<file path="src/hw/rtl/ncq_pkg.sv">
// Shared constants, command codes and types of the nearest colliding obstacle query core.
// Used by ncq_cell and nearest_colliding_obstacle_query_core; depends on nothing.
`default_nettype none

package ncq_pkg;

    // Table depth default
    localparam int MAX_ENTRIES_DEF = 16;

    // Field widths
    localparam int CMD_W     = 2;
    localparam int POS_W     = 12;
    localparam int HALF_W    = 10;
    localparam int COLOR_W   = 2;
    localparam int QPOS_W    = 14;
    localparam int RAD_W     = 10;
    localparam int HIT_IDX_W = 4;
    localparam int COUNT_W   = 5;

    // Datapath widths: signed difference, its magnitude, squares and sums
    localparam int DIFF_W    = 15;
    localparam int ADIFF_W   = 14;
    localparam int SQ_W      = 28;
    localparam int D2_W      = 29;
    localparam int SUM_W     = 11;
    localparam int THR_W     = 22;
    // Index carried by the scan token, enough for 256 entries
    localparam int TOK_IDX_W = 8;

    // Command codes
    localparam logic [CMD_W-1:0] CMD_CLEAR  = 2'd0;
    localparam logic [CMD_W-1:0] CMD_APPEND = 2'd1;
    localparam logic [CMD_W-1:0] CMD_QUERY  = 2'd2;

    // Pawn radius after reset
    localparam logic [RAD_W-1:0] PAWN_RESET = 10'd100;

    // One stored obstacle
    typedef struct packed {
        logic               kind;
        logic [POS_W-1:0]   x;
        logic [POS_W-1:0]   y;
        logic [HALF_W-1:0]  half_x;
        logic [HALF_W-1:0]  half_y;
        logic [COLOR_W-1:0] color;
    } t_entry;

    // Query request as seen by every cell
    typedef struct packed {
        logic signed [QPOS_W-1:0] x;
        logic signed [QPOS_W-1:0] y;
        logic [RAD_W-1:0]         radius;
        logic [COLOR_W-1:0]       color;
        logic [RAD_W-1:0]         pawn;
    } t_query;

    // Running best match handed from cell to cell
    typedef struct packed {
        logic                 valid;
        logic                 hit;
        logic [D2_W-1:0]      best;
        logic [TOK_IDX_W-1:0] idx;
    } t_token;

endpackage

`default_nettype wire

</file>
<file path="src/hw/rtl/ncq_cell.sv">
// One table cell: holds a single obstacle, computes its collision distance, and merges
// its result into the scan token passed down the chain. Depends on ncq_pkg.
`default_nettype none

module ncq_cell
    import ncq_pkg::*;
#(
    parameter int INDEX = 0
) (
    input  wire logic   i_clk,
    input  wire logic   i_rst_n,
    input  wire logic   i_wr,
    input  wire t_entry i_entry,
    input  wire logic   i_used,
    input  wire t_query i_query,
    input  wire t_token i_tok,
    output t_token      o_tok
);

    t_entry                    r_entry;
    logic signed [DIFF_W-1:0]  w_dx;
    logic signed [DIFF_W-1:0]  w_dy;
    logic signed [DIFF_W-1:0]  w_ndx;
    logic signed [DIFF_W-1:0]  w_ndy;
    logic [ADIFF_W-1:0]        w_adx;
    logic [ADIFF_W-1:0]        w_ady;
    logic [HALF_W-1:0]         w_side;
    logic [SUM_W-1:0]          w_sum;
    logic [SQ_W-1:0]           r_dx2;
    logic [SQ_W-1:0]           r_dy2;
    logic [THR_W-1:0]          r_thr;
    logic [D2_W-1:0]           w_d2;
    logic [D2_W-1:0]           r_d2;
    logic                      r_ok;
    logic                      w_take;
    logic                      r_valid;
    logic                      r_hit;
    logic [D2_W-1:0]           r_best;
    logic [TOK_IDX_W-1:0]      r_idx;

    // Store the entry on append
    always_ff @(posedge i_clk) begin
        if (i_wr) begin
            r_entry <= i_entry;
        end
    end

    // Distance components and collision radius
    always_comb begin
        w_dx   = DIFF_W'(i_query.x) - $signed({3'b000, r_entry.x});
        w_dy   = DIFF_W'(i_query.y) - $signed({3'b000, r_entry.y});
        w_ndx  = -w_dx;
        w_ndy  = -w_dy;
        w_adx  = w_dx[DIFF_W-1] ? w_ndx[ADIFF_W-1:0] : w_dx[ADIFF_W-1:0];
        w_ady  = w_dy[DIFF_W-1] ? w_ndy[ADIFF_W-1:0] : w_dy[ADIFF_W-1:0];
        // Both rectangle tests pass exactly when the smaller half side passes
        if (r_entry.kind) begin
            w_side = (r_entry.half_x < r_entry.half_y) ? r_entry.half_x : r_entry.half_y;
        end else begin
            w_side = i_query.pawn;
        end
        w_sum  = SUM_W'(w_side) + SUM_W'(i_query.radius);
    end

    // Stage one: squares
    always_ff @(posedge i_clk) begin
        r_dx2 <= SQ_W'(w_adx) * SQ_W'(w_adx);
        r_dy2 <= SQ_W'(w_ady) * SQ_W'(w_ady);
        r_thr <= THR_W'(w_sum) * THR_W'(w_sum);
    end

    // Stage two: squared distance and collision flag
    assign w_d2 = D2_W'(r_dx2) + D2_W'(r_dy2);

    always_ff @(posedge i_clk) begin
        r_d2 <= w_d2;
        r_ok <= i_used && (r_entry.color == i_query.color) && (w_d2 < D2_W'(r_thr));
    end

    // Take over the token when strictly nearer, so earlier entries win ties
    assign w_take = r_ok && (!i_tok.hit || (r_d2 < i_tok.best));

    always_ff @(posedge i_clk) begin
        if (!i_rst_n) begin
            r_valid <= 1'b0;
        end else begin
            r_valid <= i_tok.valid;
        end
    end

    always_ff @(posedge i_clk) begin
        if (w_take) begin
            r_hit  <= 1'b1;
            r_best <= r_d2;
            r_idx  <= TOK_IDX_W'(INDEX);
        end else begin
            r_hit  <= i_tok.hit;
            r_best <= i_tok.best;
            r_idx  <= i_tok.idx;
        end
    end

    assign o_tok = '{valid: r_valid, hit: r_hit, best: r_best, idx: r_idx};

endmodule

`default_nettype wire

</file>
<file path="config.mk">
export PLATFORM = sky130hd
export DESIGN_NAME = ncq_cell
export DESIGN_NICKNAME = d
export VERILOG_FILES = /design/src/hw/rtl/ncq_pkg.sv /design/src/hw/rtl/ncq_cell.sv
export SDC_FILE = /design/constraint.sdc
export NUM_CORES = 1
export LEC_CHECK = 0
export ABC_AREA = 1
export BUFFER_PORTS_ARGS = -buffer_cell sky130_fd_sc_hd__buf_2
export CAP_MARGIN = 10
export CORE_MARGIN = 10
export CORE_UTILIZATION = 40
export DETAILED_ROUTE_END_ITERATION = 7
export HOLD_SLACK_MARGIN = 0.03
export PLACE_DENSITY_LB_ADDON = 0.12
export SYNTH_ARGS = -nofsm -noshare
export SYNTH_HDL_FRONTEND = slang
export SYNTH_SLANG_ARGS = --single-unit
</file>
<file path="constraint.sdc">
create_clock -name i_clk -period 9.5 [get_ports i_clk]
set_input_delay 0.95 -clock i_clk [delete_from_list [all_inputs] [get_ports i_clk]]
set_output_delay 0.95 -clock i_clk [all_outputs]
set_load 0.01 [all_outputs]
</file>
==> flow_summary.ini <==
[status]
status = finished, final reports clean

[yosys]
synthCells = 3138
ys_ff_latch = 191
yosys_warnings = 0
syn_area_um2 = 25100
ys.flop_type = dfxtp_1
synth_area_per_cell_um2 = 7.99
synth_edf_count = 47
ys_seq_area_frac = 0.171
synthArstFlopShare = 0
synth.net_count = 3917
synth_cell_types = 52

[setup_path]
ff2ff_path_depth = 38
cp-start-kind = flop
crit_path_max_incr_delay_ns = 0.52
r2r_start = r_entry[19]$_DFFE_PP_
worstPathArrival_ns = 8.94
crit_required_ns = 9.91
rrSetupSlack_ns = 0.97
crit_slowest_cell = fa_1
cp_max_fo = 20
crit_path_end_kind = flop
r2r_end = r_thr[21]$_DFF_P_
crit_top_cell = inv_1
setup.worst_path.class = reg -> reg

[sta]
slew_headroom = 0.463
finalSetupViolCount = 0
tightest_slew_ns = 0.804
fin_crit_ns = 8.53
rsz0062_at_grt = no
fin_crit_sh = 0.898
fin_tns_setup_ns = 0
finalClockSkew_ns = 0.0147
drv_slew = 0
fmax_mhz = 117
hold_viol = 0

[global_routing]
antenna_found_initial = 0
grt_pass1_vias = 21500
grt_overflow = 0
grtUsageTotal = 0.178
grt_pass1_wl_mm = 107
grt_max_degree = 68

[cells_and_area]
nFillCells = 6344
final_common_cell = inv_1
diodes = 0
seq_area_um2 = 4290
final_cell_mix = 740 x inv_1, 520 x nand2_1, 337 x ha_1, 304 x nor2_1, 302 x fa_1
drive_above_1_share = 0.0865
syn2layout_area_growth_pct = 10.1
final_nets = 4094
multi_input_area_um2 = 17800

[clock_network]
clock_tree.buffer_depth = 2
clockRootBuffer = clkbuf_16
clock_sinks = 191
cts.clk_slew.worst_paths_ns = 0.08
cts-buffers-inserted = 17
cts_setup_buffers = 0
clk_latency_ns = 0.49
holdBufCountCts = 0
htreeDepth = 4
tritoncts = built
cts_resized = 0

[detailed_routing]
first_pass_iters = 6
drtIter0Drc = 1044
route.detailed.drc = 0
wire_per_inst_um = 15.1
wl_mm = 62.9
drtAntennaViolNets = 0
vias = 20200
vias_per_cell = 4.84

[die]
die_w_um = 270
initial_utilization = 0.405
coreArea_um2 = 61900
chipHeight_um = 270
std_cell_rows = 91
dieArea_um2 = 73100
io_pins = 179

[min_path]
holdPathStages = 2
hp-start = r_d2[25]$_DFF_P_
hold_end = r_best[25]$_DFF_P_
worstHoldPathType = reg -> reg

[flow_run]
drv_cap = 0

[placed_design]
place_hpwl_mm = 55.0
portBuffers = 178
gp_congestion = 0.911
==> critical path, delay by kind of cell, from the launching register on <==
kind | cells | cell delay [ns]
fa+ha+maj | 8 | 3.37
compound gates | 11 | 2.19
simple gates | 12 | 1.36
buf+inv | 6 | 0.99
flops | 1 | 0.40
xor+xnor | 1 | 0.14
==> cell usage after synthesis, types with 3 or more instances <==
| cell | count | area (um2) |
|---|---|---|
| o21ai_4 | 6 | 97.6 |
| edfxtp_1 | 47 | 1410 |
| ha_1 | 337 | 4220 |
| a31oi_1 | 23 | 144 |
| nand2_1 | 520 | 1950 |
| inv_1 | 740 | 2780 |
| a21oi_1 | 149 | 746 |
| o21bai_1 | 11 | 82.6 |
| nand3_1 | 98 | 490 |
| nand2_2 | 15 | 93.8 |
| fa_1 | 302 | 6050 |
| o221ai_1 | 4 | 35.0 |
| xnor2_1 | 32 | 280 |
| nand4_1 | 33 | 206 |
| buf_2 | 12 | 60.1 |
| nor4_1 | 6 | 37.5 |
| o21ai_2 | 3 | 26.3 |
| o21a_1 | 8 | 60.1 |
| a21boi_0 | 5 | 37.5 |
| nor3_1 | 34 | 170 |
| buf_4 | 8 | 60.1 |
| dfxtp_1 | 144 | 2880 |
| xor2_1 | 78 | 683 |
| xor2_2 | 3 | 48.8 |
| or2_2 | 8 | 50.1 |
| nand3b_1 | 5 | 37.5 |
| nand3_2 | 4 | 40.0 |
| nor2_1 | 304 | 1140 |
| nor2_2 | 5 | 31.3 |
| o21ai_0 | 106 | 531 |
| o211ai_1 | 16 | 120 |
| inv_2 | 10 | 37.5 |
| clkbuf_1 | 15 | 56.3 |
| nand2_4 | 3 | 33.8 |
| a21o_1 | 16 | 120 |
| a211oi_1 | 5 | 37.5 |
==> logic make-up after synthesis <==
logic type | after synthesis | share of synthesized area
fa+ha+maj | 639 | 0.409
compound gates | 363 | 0.0848
xor+xnor | 115 | 0.0417
simple gates | 1041 | 0.173
mux | 1 | 0.000399
buf+inv | 788 | 0.120
flops | 191 | 0.171
==> per-stage QoR <==
step	instances	worst slack [ns]	utilization	area, um2	hold slack, ns
floorplan	3138	1.61	-	25100	0.428
global placement	4133	1.00	0.435	27000	0.458
detailed placement	4133	0.752	0.435	27000	0.461
CTS	4165	1.08	0.446	27600	0.475
global route	4165	0.285	0.446	27600	0.507
finish	4165	0.971	0.446	27600	0.472
==> routing by layer <==
metal | global-route usage | share of wire
met3 | 0.0337 | 0.046
met5 | 0 | 0
met4 | 0.0416 | 0.017
met2 | 0.295 | 0.46
met1 | 0.236 | 0.48
==> registers in the layout (all words and copies together) (netlist names) <==
signal / cells
r_best: 29
r_d2: 29
r_dx2: 27
r_dy2: 27
r_entry: 47
r_hit: 1
r_idx: 8
r_ok: 1
r_thr: 21
r_valid: 1
==> worst max-delay path by stage <==
stage,from,end,slack (ns)
3_5_place_dp,i_query[22],r_dy2[26]$_DFF_P_,0.75
3_3_place_gp,i_query[22],r_dy2[26]$_DFF_P_,1.00
4_1_cts,r_entry[19]$_DFFE_PP_,r_thr[21]$_DFF_P_,1.08
5_1_grt,r_entry[21]$_DFFE_PP_,r_thr[21]$_DFF_P_,0.28
2_1_floorplan,i_query[22],r_dy2[26]$_DFF_P_,1.61
6_report,r_entry[19]$_DFFE_PP_,r_thr[21]$_DFF_P_,0.97
==> cell type report <==
| cell class | count | area share |
|---|---|---|
| timing repair buffer | 194 | 0.0366 |
| clock buffer | 17 | 0.0154 |
| inverter | 752 | 0.102 |
| tap | 837 | 0.0379 |
| sequential | 191 | 0.156 |
| multi-input combinational | 2159 | 0.644 |
| clock inverter | 15 | 0.00807 |
Power is left out: the tool's default activity adds up to more than one toggle a clock period on the data nets, which glitch-free logic cannot reach.
